`src/hdl/lcpe_pkg.sv`:
```
`default_nettype none

package lcpe_pkg;

   localparam int ChanW      = 8;
   localparam int TickW      = 15;
   localparam int BitsPerLed = 24;
   localparam int CntW       = $clog2(BitsPerLed);
   localparam int ScaleShift = 6;
   localparam int CsrIdxW    = 3;
   localparam int CsrDataW   = 15;

   localparam logic [CsrIdxW-1:0] RegBrightness = 3'd0;
   localparam logic [CsrIdxW-1:0] RegZeroHigh   = 3'd1;
   localparam logic [CsrIdxW-1:0] RegZeroLow    = 3'd2;
   localparam logic [CsrIdxW-1:0] RegOneHigh    = 3'd3;
   localparam logic [CsrIdxW-1:0] RegOneLow     = 3'd4;

   localparam logic [ChanW-1:0] ResetBrightness = 8'd8;
   localparam logic [TickW-1:0] ResetZeroHigh   = 15'd12;
   localparam logic [TickW-1:0] ResetZeroLow    = 15'd36;
   localparam logic [TickW-1:0] ResetOneHigh    = 15'd24;
   localparam logic [TickW-1:0] ResetOneLow     = 15'd24;

   typedef struct packed {
      logic [ChanW-1:0] red;
      logic [ChanW-1:0] green;
      logic [ChanW-1:0] blue;
      logic             final_led;
   } req_type;

   typedef struct packed {
      logic [TickW-1:0] high_ticks;
      logic [TickW-1:0] low_ticks;
      logic             bit_value;
      logic             led_done;
      logic             frame_done;
   } rsp_type;

   typedef struct packed {
      logic [TickW-1:0] zero_high;
      logic [TickW-1:0] zero_low;
      logic [TickW-1:0] one_high;
      logic [TickW-1:0] one_low;
   } timing_type;

   typedef struct packed {
      logic [BitsPerLed-1:0] grb;
      logic                  final_led;
   } word_type;

endpackage

`default_nettype wire

```
`src/hdl/lcpe_csr.sv`:
```
`default_nettype none

module lcpe_csr #(
   parameter int MAX_LEVEL = 8,
   parameter int LevelW    = 4,
   parameter int NumW      = 8
) (
   input  wire                           clock,
   input  wire                           reset,
   input  wire                           csr_write,
   input  wire  [lcpe_pkg::CsrIdxW-1:0]  csr_index,
   input  wire  [lcpe_pkg::CsrDataW-1:0] csr_wdata,
   output logic [NumW-1:0]               level_sq,
   output lcpe_pkg::timing_type          timing
);
   import lcpe_pkg::*;

   localparam int ResetLevel = (int'(ResetBrightness) > MAX_LEVEL) ?
                               MAX_LEVEL : int'(ResetBrightness);
   localparam int ResetNum   = ResetLevel * ResetLevel;

   logic [NumW-1:0]   level_sq_ff, level_sq_in;
   timing_type        timing_ff, timing_in;
   logic [LevelW-1:0] level;

   always_comb begin
      if (csr_wdata[ChanW-1:0] > ChanW'(MAX_LEVEL)) begin
         level = LevelW'(MAX_LEVEL);
      end else begin
         level = csr_wdata[LevelW-1:0];
      end
   end

   always_comb begin
      level_sq_in = level_sq_ff;
      timing_in   = timing_ff;
      if (csr_write) begin
         case (csr_index)
            RegBrightness: level_sq_in = NumW'(level) * NumW'(level);
            RegZeroHigh:   timing_in.zero_high = csr_wdata[TickW-1:0];
            RegZeroLow:    timing_in.zero_low  = csr_wdata[TickW-1:0];
            RegOneHigh:    timing_in.one_high  = csr_wdata[TickW-1:0];
            RegOneLow:     timing_in.one_low   = csr_wdata[TickW-1:0];
            default: ;
         endcase
      end
   end

   always_ff @(posedge clock) begin
      if (reset) begin
         level_sq_ff        <= NumW'(ResetNum);
         timing_ff.zero_high <= ResetZeroHigh;
         timing_ff.zero_low  <= ResetZeroLow;
         timing_ff.one_high  <= ResetOneHigh;
         timing_ff.one_low   <= ResetOneLow;
      end else begin
         level_sq_ff <= level_sq_in;
         timing_ff   <= timing_in;
      end
   end

   assign level_sq = level_sq_ff;
   assign timing   = timing_ff;

endmodule

`default_nettype wire

```
`src/hdl/lcpe_scale.sv`:
```
`default_nettype none

module lcpe_scale #(
   parameter int NumW = 8
) (
   input  wire                  clock,
   input  wire                  reset,
   input  wire                  req_valid,
   output logic                 req_stall,
   input  lcpe_pkg::req_type    req_payload,
   input  wire  [NumW-1:0]      level_sq,
   output logic                 word_valid,
   input  wire                  word_pop,
   output lcpe_pkg::word_type   word
);
   import lcpe_pkg::*;

   localparam int ProdW = ChanW + NumW;

   function automatic logic [ChanW-1:0] scale_chan(input logic [ChanW-1:0] c,
                                                   input logic [NumW-1:0]  n);
      logic [ProdW-1:0] prod;
      logic [ProdW-1:0] quo;
      begin
         prod = ProdW'(c) * ProdW'(n);
         quo  = prod >> ScaleShift;
         if (quo > ProdW'({ChanW{1'b1}})) begin
            scale_chan = {ChanW{1'b1}};
         end else begin
            scale_chan = quo[ChanW-1:0];
         end
      end
   endfunction

   logic     valid_ff, valid_in;
   word_type word_ff, word_in;
   logic     accept;

   assign req_stall = valid_ff && !word_pop;
   assign accept    = req_valid && !req_stall;

   always_comb begin
      word_in.grb       = {scale_chan(req_payload.green, level_sq),
                           scale_chan(req_payload.red, level_sq),
                           scale_chan(req_payload.blue, level_sq)};
      word_in.final_led = req_payload.final_led;
      if (accept) begin
         valid_in = 1'b1;
      end else if (word_pop) begin
         valid_in = 1'b0;
      end else begin
         valid_in = valid_ff;
      end
   end

   always_ff @(posedge clock) begin
      if (reset) begin
         valid_ff <= 1'b0;
      end else begin
         valid_ff <= valid_in;
      end
   end

   always_ff @(posedge clock) begin
      if (accept) begin
         word_ff <= word_in;
      end
   end

   assign word_valid = valid_ff;
   assign word       = word_ff;

endmodule

`default_nettype wire

```
`src/hdl/lcpe_serial.sv`:
```
`default_nettype none

module lcpe_serial (
   input  wire                  clock,
   input  wire                  reset,
   input  wire                  word_valid,
   output logic                 word_pop,
   input  lcpe_pkg::word_type   word,
   input  lcpe_pkg::timing_type timing,
   output logic                 rsp_valid,
   input  wire                  rsp_stall,
   output lcpe_pkg::rsp_type    rsp_payload
);
   import lcpe_pkg::*;

   localparam logic [CntW-1:0] LastBit = CntW'(BitsPerLed - 1);

   logic                  active_ff, active_in;
   logic [BitsPerLed-1:0] shift_ff, shift_in;
   logic [CntW-1:0]       cnt_ff, cnt_in;
   logic                  final_ff, final_in;
   logic                  rsp_valid_ff, rsp_valid_in;
   rsp_type               rsp_ff, rsp_in;
   logic                  out_free;
   logic                  advance;
   logic                  last;
   logic                  bit_now;

   assign out_free = !rsp_valid_ff || !rsp_stall;
   assign advance  = active_ff && out_free;
   assign last     = (cnt_ff == LastBit);
   assign word_pop = word_valid && (!active_ff || (advance && last));
   assign bit_now  = shift_ff[BitsPerLed-1];

   always_comb begin
      active_in    = active_ff;
      shift_in     = shift_ff;
      cnt_in       = cnt_ff;
      final_in     = final_ff;
      rsp_valid_in = rsp_valid_ff;
      rsp_in       = rsp_ff;
      if (advance) begin
         rsp_valid_in       = 1'b1;
         rsp_in.high_ticks  = bit_now ? timing.one_high : timing.zero_high;
         rsp_in.low_ticks   = bit_now ? timing.one_low : timing.zero_low;
         rsp_in.bit_value   = bit_now;
         rsp_in.led_done    = last;
         rsp_in.frame_done  = last && final_ff;
         shift_in           = {shift_ff[BitsPerLed-2:0], 1'b0};
         cnt_in             = cnt_ff + 1'b1;
         if (last) begin
            active_in = 1'b0;
         end
      end else if (out_free) begin
         rsp_valid_in = 1'b0;
      end
      if (word_pop) begin
         active_in = 1'b1;
         shift_in  = word.grb;
         final_in  = word.final_led;
         cnt_in    = '0;
      end
   end

   always_ff @(posedge clock) begin
      if (reset) begin
         active_ff    <= 1'b0;
         rsp_valid_ff <= 1'b0;
      end else begin
         active_ff    <= active_in;
         rsp_valid_ff <= rsp_valid_in;
      end
   end

   always_ff @(posedge clock) begin
      shift_ff <= shift_in;
      cnt_ff   <= cnt_in;
      final_ff <= final_in;
      rsp_ff   <= rsp_in;
   end

   assign rsp_valid   = rsp_valid_ff;
   assign rsp_payload = rsp_ff;

endmodule

`default_nettype wire

```
`src/hdl/led_chain_pixel_encoder_top.sv`:
```
// Path: an accepted request is registered in the scale buffer, then popped into the
// serializer, whose output register holds its first symbol. Throughput: one symbol per
// cycle while rsp_stall is low, set by the one-bit-per-cycle shift register of the
// serializer. A one-request buffer takes the next request as the current one shifts out.
// Reset: synchronous, active high; clears all valid flags and restores the registers
// to brightness 8 and timing 12/36/24/24.
`default_nettype none

module led_chain_pixel_encoder_top #(
   parameter int MAX_LEVEL = 8
) (
   input  wire                           clock,
   input  wire                           reset,
   input  wire                           req_valid,
   output logic                          req_stall,
   input  lcpe_pkg::req_type             req_payload,
   output logic                          rsp_valid,
   input  wire                           rsp_stall,
   output lcpe_pkg::rsp_type             rsp_payload,
   input  wire                           csr_write,
   input  wire  [lcpe_pkg::CsrIdxW-1:0]  csr_index,
   input  wire  [lcpe_pkg::CsrDataW-1:0] csr_wdata
);
   import lcpe_pkg::*;

   localparam int LevelW = $clog2(MAX_LEVEL + 1);
   localparam int NumW   = 2 * LevelW;

   logic [NumW-1:0] level_sq;
   timing_type      timing;
   logic            word_valid;
   logic            word_pop;
   word_type        word;

   lcpe_csr #(
      .MAX_LEVEL (MAX_LEVEL),
      .LevelW    (LevelW),
      .NumW      (NumW)
   ) u_csr (
      .clock     (clock),
      .reset     (reset),
      .csr_write (csr_write),
      .csr_index (csr_index),
      .csr_wdata (csr_wdata),
      .level_sq  (level_sq),
      .timing    (timing)
   );

   lcpe_scale #(
      .NumW (NumW)
   ) u_scale (
      .clock       (clock),
      .reset       (reset),
      .req_valid   (req_valid),
      .req_stall   (req_stall),
      .req_payload (req_payload),
      .level_sq    (level_sq),
      .word_valid  (word_valid),
      .word_pop    (word_pop),
      .word        (word)
   );

   lcpe_serial u_serial (
      .clock       (clock),
      .reset       (reset),
      .word_valid  (word_valid),
      .word_pop    (word_pop),
      .word        (word),
      .timing      (timing),
      .rsp_valid   (rsp_valid),
      .rsp_stall   (rsp_stall),
      .rsp_payload (rsp_payload)
   );

   a_frame_on_led_end: assert property (@(posedge clock) disable iff (reset)
      rsp_valid |-> (!rsp_payload.frame_done || rsp_payload.led_done))
      else $error("frame_done without led_done");

   a_accept_fills_buffer: assert property (@(posedge clock) disable iff (reset)
      (req_valid && !req_stall) |=> word_valid)
      else $error("accepted request not buffered");

   a_buffer_holds: assert property (@(posedge clock) disable iff (reset)
      (word_valid && !word_pop) |=> (word_valid && $stable(word)))
      else $error("buffered request lost or changed");

   a_pop_needs_word: assert property (@(posedge clock) disable iff (reset)
      word_pop |-> word_valid)
      else $error("pop from empty buffer");

endmodule

`default_nettype wire

```
`config.mk`:
```
export PLATFORM = sky130hd
export DESIGN_NAME = led_chain_pixel_encoder_top
export DESIGN_NICKNAME = d
export VERILOG_FILES = /design/src/hdl/lcpe_pkg.sv /design/src/hdl/lcpe_csr.sv /design/src/hdl/lcpe_scale.sv /design/src/hdl/lcpe_serial.sv /design/src/hdl/led_chain_pixel_encoder_top.sv
export SDC_FILE = /design/constraint.sdc
export NUM_CORES = 1
export LEC_CHECK = 0
export ABC_AREA = 1
export BUFFER_PORTS_ARGS = -buffer_cell sky130_fd_sc_hd__buf_2
export CAP_MARGIN = 10
export CORE_MARGIN = 4
export CORE_UTILIZATION = 60
export DETAILED_ROUTE_END_ITERATION = 10
export PLACE_DENSITY = 0.81
export SLEW_MARGIN = 5
export SYNTH_ARGS = -nofsm -noshare
export SYNTH_HDL_FRONTEND = slang
export SYNTH_HIERARCHICAL = 1
export SYNTH_SLANG_ARGS = --single-unit
```
`constraint.sdc`:
```
create_clock -name clock -period 6.16 [get_ports clock]
set_input_delay 0.616 -clock clock [delete_from_list [all_inputs] [get_ports clock]]
set_output_delay 0.616 -clock clock [all_outputs]
set_load 0.02 [all_outputs]
```
==> flow_summary_export.csv, run 1 <==
group,metric,value,unit
power_and_ir_drop,power_frac_comb,23.3,%
global_route,grt_overflow,0,
synthesis,synth-seq-cells,158,
finish,final_cell_count_no_fill,1944,
detailed_routing,route.detailed.drc,0,
job,drv_cap,0,
sta,setup_viol,0,
clock_tree,cts_num_sinks,158,
global_route,grt_pass1_vias,10500,
clock_tree,cts.clk_slew.worst_paths,0.07,ns
placement,gp_congestion,0.9158,
detailed_routing,drt_iter0_drc,831,
sta,fin_tns_setup,0,ns
min_path,hold_path.class,"input port to flip-flop",
sta,hold_viol_final,0,
detailed_routing,firstDrtPassIters,6,
clock_tree,ctsRootBufferMaster,"clkbuf_16",
detailed_routing,antenna_left,0,
detailed_routing,vias,10280,
power_and_ir_drop,power.leakage,7.940,nW
clock_tree,clock_latency,0.43,ns
sta,worst_pin_slew,1.165,ns
worst_setup_path,cp-start-kind,"flip-flop",
worst_setup_path,path_buf_inv,3,
clock_tree,cts_buffers,17,
finish,areaGrowthSynthToFinish,8.595,%
sta,fmax,200.1,MHz
finish,drive_above_1_share,11.62,%
power_and_ir_drop,p_switching,968.2,uW
worst_setup_path,crit_slowest_cell,"dfxtp_1",
synthesis,ys.flop_type,"edfxtp_1",
clock_tree,cts_hold_buf,0,
floorplanning,core-area,21150,um2
global_route,grt_pass1_wl,48710,um
power_and_ir_drop,clockPowerShare,34.8,%
worst_setup_path,cp_slowest_stage_delay,1.05,ns
clock_tree,cts-htree-levels,4,
placement,dp_cells,1911,
sta,min_period,4.998,ns
finish,finish.instance_area,14120,um2
global_route,antenna_found_initial,0,
synthesis,yosysWarnings,6,
floorplanning,fp.dieH,155.2,um
power_and_ir_drop,p_sw_share,31.83,%
synthesis,syn_inst,1605,
sta,hold-worst-slack,0.3926,ns
sta,finalCritPeriodShare,81.14,%
power_and_ir_drop,p_int,2.074,mW
synthesis,yosys.cell_types.count,37,
synthesis,async_reset_ff_share,0,%
detailed_routing,postRouteWirelength,28260,um
power_and_ir_drop,ir_worst_vdd,216.6,uV
power_and_ir_drop,sequentialPowerShare,41.8,%
worst_setup_path,worstSetupEndpointType,"flip-flop",
worst_setup_path,crit_chain,"nand2_1 -> fa_1 -> fa_1 -> inv_1 -> fa_1 -> inv_1 -> fa_1 -> inv_1 -> ha_1 -> a21oi_1 -> nor2_1 -> nor2_1 -> nor2_1 -> nor2_1 -> nand3_1 -> nand2_4 -> nand3_1",
worst_setup_path,crit_type,"flip-flop to flip-flop",
floorplanning,pin_count,83,
worst_setup_path,crit_arrival,5.17,ns
synthesis,synth_edf_count,83,
floorplanning,row_count,53,
worst_setup_path,cp_max_fo,25,
global_route,track_usage,24.46,%
synthesis,syn_area,13000,um2
clock_tree,cts_tree,"built",
finish,num_antenna_cells,0,
finish,n_fill_cell,1692,
placement,port_buffers,82,
detailed_routing,wire_per_inst,14.54,um
synthesis,ys_seq_area_share,30.72,%
detailed_routing,routed_via_density,5.285,
clock_tree,postCtsSetupBuffers,0,
synthesis,syn_area_per_cell,8.100,um2
worst_setup_path,path_delay_family,"adder cells",
placement,post_dp_cell_area,13490,um2
sta,max_slew_margin,22.32,%
status,status,"finished clean",
sta,slew_violations,0,
placement,hpwl,21220,um
floorplanning,start_util,61.45,%
global_route,grt_max_degree,47,
sta,rsz0062_at_grt,"no",
floorplanning,die_w,155.2,um
clock_tree,clk_path_buf_depth,2,
worst_setup_path,cp.required,6.33,ns
sta,fin_skew,0.01285,ns
power_and_ir_drop,p_total,3.042,mW
power_and_ir_drop,power_density,215.5,nW/um2
floorplanning,die_area,24090,um2
clock_tree,cts_resized,0,
finish,fin_nets,1913,
[kinds of logic (layout without fill, tap and decap cells)]
group	count (synthesis)	after routing	share of synthesized area, %
AO/OA/AOI/OAI	128	128	5.207
XOR/XNOR	23	23	1.550
adder cells (fa/ha/maj)	209	209	26.24
buffers and inverters	398	460	12.31
flip-flops	158	158	30.72
multiplexers	30	30	2.599
other	1	3	0.02885
AND/OR/NAND/NOR	658	658	21.35
[synth_stat cells (9+ instances only)]
| library cell | count | area (um2) |
|---|---|---|
| o21ai_0 | 68 | 340.3 |
| ha_1 | 103 | 1289 |
| inv_1 | 332 | 1246 |
| edfxtp_1 | 83 | 2492 |
| nand2_2 | 14 | 87.58 |
| nand2_1 | 365 | 1370 |
| fa_1 | 106 | 2122 |
| xor2_1 | 11 | 96.34 |
| clkbuf_1 | 28 | 105.1 |
| buf_2 | 11 | 55.05 |
| a21oi_1 | 50 | 250.2 |
| xnor2_1 | 12 | 105.1 |
| mux2_2 | 30 | 337.8 |
| nand3_1 | 90 | 450.4 |
| nor3_1 | 9 | 45.04 |
| nor2_1 | 150 | 563.0 |
| dfxtp_1 | 75 | 1501 |
[metal layers]
layer / vias to the layer above / part of all wire (%) / global-route usage, %
met2: 367 / 49 / 42.06
met3: 52 / 6.2 / 3.644
met5: - / 0 / 0
li1: 5026 / - / -
met1: 4830 / 43 / 32.02
met4: 0 / 1.9 / 7.837
[state kept, by name, indices dropped and copies added (netlist names)]
| signal | flops |
|---|---|
| u_scale/word_valid | 1 |
| u_serial/cnt_ff | 5 |
| u_serial/rsp_valid | 1 |
| u_serial/active_ff | 1 |
| u_serial/rsp_payload | 33 |
| u_csr/timing | 60 |
| u_csr/level_sq | 7 |
| u_serial/shift_ff | 24 |
| u_serial/final_ff | 1 |
| u_scale/word | 25 |
[cells in the final DEF (no fill, tap or decap), types with 7 or more instances in the layout]
master / netlist / layout
a21oi_1: 50 / 50
nand2_4: 7 / 7
fa_1: 106 / 106
buf_2: 11 / 82
o21ai_0: 68 / 67
mux2_2: 30 / 30
clkbuf_16: 0 / 17
xor2_1: 11 / 11
nand2_2: 14 / 14
xnor2_1: 12 / 12
nand2_1: 365 / 365
edfxtp_1: 83 / 83
dfxtp_1: 75 / 75
nor3_1: 9 / 9
nand3_1: 90 / 90
nand3b_1: 7 / 7
inv_1: 332 / 332
ha_1: 103 / 103
nor2_1: 150 / 149
[layout make-up]
cell class,count,area [um2],share of cell area [%]
clock buffer,17,425.4,3.013
clock inverter,15,195.2,1.383
inverter,339,1272,9.014
multi-input combinational,1051,7420,52.56
sequential,158,3994,28.29
tap,275,344.1,2.437
timing repair buffer,89,466.7,3.306
[worst paths after layout]
path	startpoint	end	slack (ns)	depth (start not counted)
max	u_csr/level_sq[3]$_SDFFE_PP0P_	u_scale/word[6]$_SDFFCE_PN1P_	1.16	17
min	req_payload[0]	u_scale/word[0]$_DFFE_PP_	0.39	1
max reg2reg	u_csr/level_sq[3]$_SDFFE_PP0P_	u_scale/word[6]$_SDFFCE_PN1P_	1.16	17
min reg2reg	u_scale/word[0]$_DFFE_PP_	u_serial/final_ff$_DFFE_PN_	0.43	0
[stage by stage]
stage | utilization [%] | setup slack (ns)
2_1_floorplan | - | 1.694
3_3_place_gp | 63.75 | 1.315
3_5_place_dp | 63.75 | 1.185
4_1_cts | 66.68 | 1.161
5_1_grt | 66.74 | 0.7917
6_report | 66.74 | 1.162
[power groups by stage]
stage | clock [mW] | sequential (mW) | combinational (mW)
floorplan | 0 | 1.30 | 0.516
global placement | 0 | 1.29 | 0.672
detailed placement | 0 | 1.30 | 0.695
CTS | 1.08 | 1.27 | 0.704
global route | 1.13 | 1.28 | 0.810
finish | 1.06 | 1.27 | 0.710
(Power assumes the default switching activity.)
==> run 2: changes to the inputs <==
ABC_AREA = 0   (was 1)
CORE_UTILIZATION = 56   (was 60)
PLACE_DENSITY = 0.79   (was 0.81)
clock period = 4.2 ns   (was 6.16 ns; I/O delays follow)
==> flow_summary_export.csv, run 2 <==
group,metric,value,unit
min_path,min_path_cells,1,
worst_setup_path,ff2ff_path_depth,15,
finish,final_common_cell,"nand2_1",
detailed_routing,postRouteWirelength,28030,um
sta,worst_pin_slew,0.9843,ns
min_path,hold_path.class,"input port to flip-flop",
worst_setup_path,crit_type,"flip-flop to flip-flop",
worst_setup_path,worstSetupEndpointType,"flip-flop",
sta,fin_skew,0.007637,ns
power_and_ir_drop,power.leakage,7.026,nW
sta,hold-worst-slack,0.1725,ns
worst_setup_path,crit_slowest_cell,"fa_1",
finish,final_cell_mix,"nand2_1 (184), and2_1 (143), inv_1 (139)",
synthesis,syn_inst,1300,
clock_tree,cts_buffers,17,
clock_tree,ctsRootBufferMaster,"clkbuf_16",
worst_setup_path,crit_arrival,4.66,ns
worst_setup_path,r2r_slack,-0.30,ns
floorplanning,core-area,22090,um2
finish,drive_above_1_share,22.81,%
clock_tree,cts_hold_buf,0,
floorplanning,die_area,25200,um2
placement,port_buffers,82,
status,violations,"negative setup slack",
sta,min_period,4.499,ns
worst_setup_path,crit_chain,"buf_4 -> and2_1 -> fa_1 -> fa_1 -> fa_1 -> inv_1 -> fa_1 -> inv_1 -> ha_4 -> a21o_1 -> a31o_1 -> a21oi_2 -> a31oi_2 -> a211oi_4 -> nand3b_1",
synthesis,syn_area_per_cell,9.787,um2
detailed_routing,firstDrtPassIters,5,
synthesis,synth.largest_area_cell,"edfxtp_1",
sta,hold_viol_final,0,
worst_setup_path,cp_max_fo,8,
detailed_routing,vias,9742,
clock_tree,clock_latency,0.43,ns
worst_setup_path,crit_top_cell,"fa_1",
worst_setup_path,reg2reg_from,"u_csr/level_sq[5]$_SDFFE_PP0P_",
detailed_routing,drt_iter0_drc,537,
detailed_routing,antenna_left,0,
clock_tree,cts_tree,"built",
min_path,min-delay-start,"req_payload[0]",
detailed_routing,wire_per_inst,15.91,um
synthesis,synth.most_common_cell,"nand2_1",
power_and_ir_drop,ir_worst_vdd,269.3,uV
clock_tree,cts_num_sinks,158,
worst_setup_path,cp_slowest_stage_delay,0.57,ns
synthesis,syn_area,12720,um2
detailed_routing,routed_via_density,5.529,
floorplanning,start_util,57.59,%
synthesis,synth_top_area_share,19.59,%
worst_setup_path,worstSetupStartpoint,"u_csr/level_sq[5]$_SDFFE_PP0P_",
placement,gp_congestion,0.8404,
synthesis,ys.flop_type,"edfxtp_1",
floorplanning,row_count,54,
finish,largest_reg_flops,60,
clock_tree,cts.clk_slew.worst_paths,0.06,ns
detailed_routing,route.detailed.drc,0,
synthesis,yosys.cell_types.count,72,
synthesis,synth-seq-cells,158,
global_route,grt_pass1_wl,47360,um
synthesis,synth_edf_count,83,
floorplanning,pin_count,83,
finish,areaGrowthSynthToFinish,18.11,%
power_and_ir_drop,p_total,4.154,mW
synthesis,yosys-top-cells-area,"edfxtp_1 (20%), fa_1 (17%), dfxtp_1 (12%)",
global_route,grt_max_degree,43,
synthesis,synth_common_cells,"nand2_1 (186), and2_1 (149), inv_1 (143)",
sta,max_slew_margin,34.22,%
global_route,grt_overflow,0,
sta,layout_setup_ws,-0.2988,ns
floorplanning,fp.dieH,158.7,um
synthesis,yosysWarnings,6,
status,status,"complete, but fails checks",
sta,fmax,222.3,MHz
min_path,holdPathEnd,"u_scale/word[0]$_DFFE_PP_",
worst_setup_path,cp.required,4.36,ns
worst_setup_path,cp-start-kind,"flip-flop",
global_route,antenna_found_initial,0,
sta,finalCritPeriodShare,107.1,%
clock_tree,cts-htree-levels,4,
global_route,track_usage,22.32,%
sta,rsz0062_at_grt,"yes",
finish,fin_nets,1726,
worst_setup_path,r2r-end,"u_scale/word[16]$_SDFFCE_PN1P_",
sta,slew_violations,0,
floorplanning,die_w,158.7,um
finish,final_cell_count_no_fill,1762,
placement,hpwl,20770,um
power_and_ir_drop,power_density,276.4,nW/um2
synthesis,async_reset_ff_share,0,%
sta,setup_viol,24,
clock_tree,clk_path_buf_depth,2,
finish,num_antenna_cells,0,
synthesis,ys_seq_area_share,31.39,%
job,drv_cap,0,
placement,dp_cells,1719,
global_route,grt_pass1_vias,9981,
finish,n_fill_cell,1637,
==> run 2: changes by cell type in the layout (fill, tap and decap cells not counted), sizes merged, moves of 24 or more <==
cell	change
nor2	-128
and2	+149
o21ai	-54
inv	-200
a21oi	+32
nand2	-200
buf	+119
nand3	-72
o211a	+24
a31o	+24
==> run 2: where the power goes <==
part           switching [mW]  total, mW  internal [mW]
clock network           0.608       1.46          0.849
registers              0.0469       1.81           1.76
logic                   0.479      0.887          0.408
==> run 2: logic make-up (layout without fill, tap and decap cells) <==
group | Yosys count | count (layout) | share of synthesized area (%)
buffers and inverters | 203 | 383 | 6.500
AND/OR/NAND/NOR | 465 | 465 | 19.14
AO/OA/AOI/OAI | 208 | 208 | 11.54
other | 1 | 3 | 0.02947
XOR/XNOR | 23 | 23 | 1.691
flip-flops | 158 | 158 | 31.39
adder cells (fa/ha/maj) | 209 | 209 | 26.81
multiplexers | 33 | 33 | 2.901
==> run 2: layer usage <==
metal / global-route usage [%] / vias up / part of all wire (%)
met5: 0 / - / 0
met4: 5.404 / 0 / 1.5
met3: 2.851 / 35 / 3.7
met2: 40.05 / 228 / 51
met1: 28.89 / 4776 / 44
li1: - / 4703 / -
==> run 2: critical path, delay by kind of cell (launching register included) <==
| family | cells | cell delay [ns] |
|---|---|---|
| compound gates | 5 | 1.09 |
| fa+ha+maj | 5 | 2.20 |
| buf+inv | 3 | 0.27 |
| flops | 1 | 0.40 |
| simple gates | 2 | 0.28 |
==> run 2: cell type report <==
cell class	instances	area, um2	share of cell area, %
Sequential cell	158	4016	26.73
Clock inverter	13	113.9	0.7576
Multi-Input combinational cell	941	8153	54.25
Tap cell	280	350.3	2.331
Inverter	143	536.8	3.572
Clock buffer	19	454.2	3.022
Timing Repair Buffer	208	1404	9.341
==> run 2: repair_timing <==
item / CTS / global route
buffers inserted: 8 / 3
resized for setup: 23 / 15
setup endpoints to repair: 24 / 24
pin swaps: 16 / 5
==> run 2: worst max-delay path by stage <==
| stage | cells after the start | slack [ns] | to |
|---|---|---|---|
| after floorplan | 15 | -0.15 | u_scale/word[22]$_SDFFCE_PN1P_ |
| after global placement | 16 | -0.31 | u_scale/word[14]$_SDFFCE_PN1P_ |
| after detailed placement | 15 | -0.40 | u_scale/word[9]$_SDFFCE_PN1P_ |
| after CTS | 15 | -0.24 | u_scale/word[16]$_SDFFCE_PN1P_ |
| after global routing | 15 | -0.43 | u_scale/word[16]$_SDFFCE_PN1P_ |
| final | 15 | -0.30 | u_scale/word[16]$_SDFFCE_PN1P_ |
==> run 2: metrics by stage <==
stage	worst slack (ns)	TNS [ns]	area, um2	util [%]
after global routing	-0.4268	-8.457	15030	68.02
final	-0.2988	-4.937	15030	68.02
after floorplan	-0.1475	-1.012	13000	-
after detailed placement	-0.4042	-8.213	14250	64.51
after CTS	-0.2377	-4.211	14980	67.78
after global placement	-0.3082	-6.106	14250	64.51
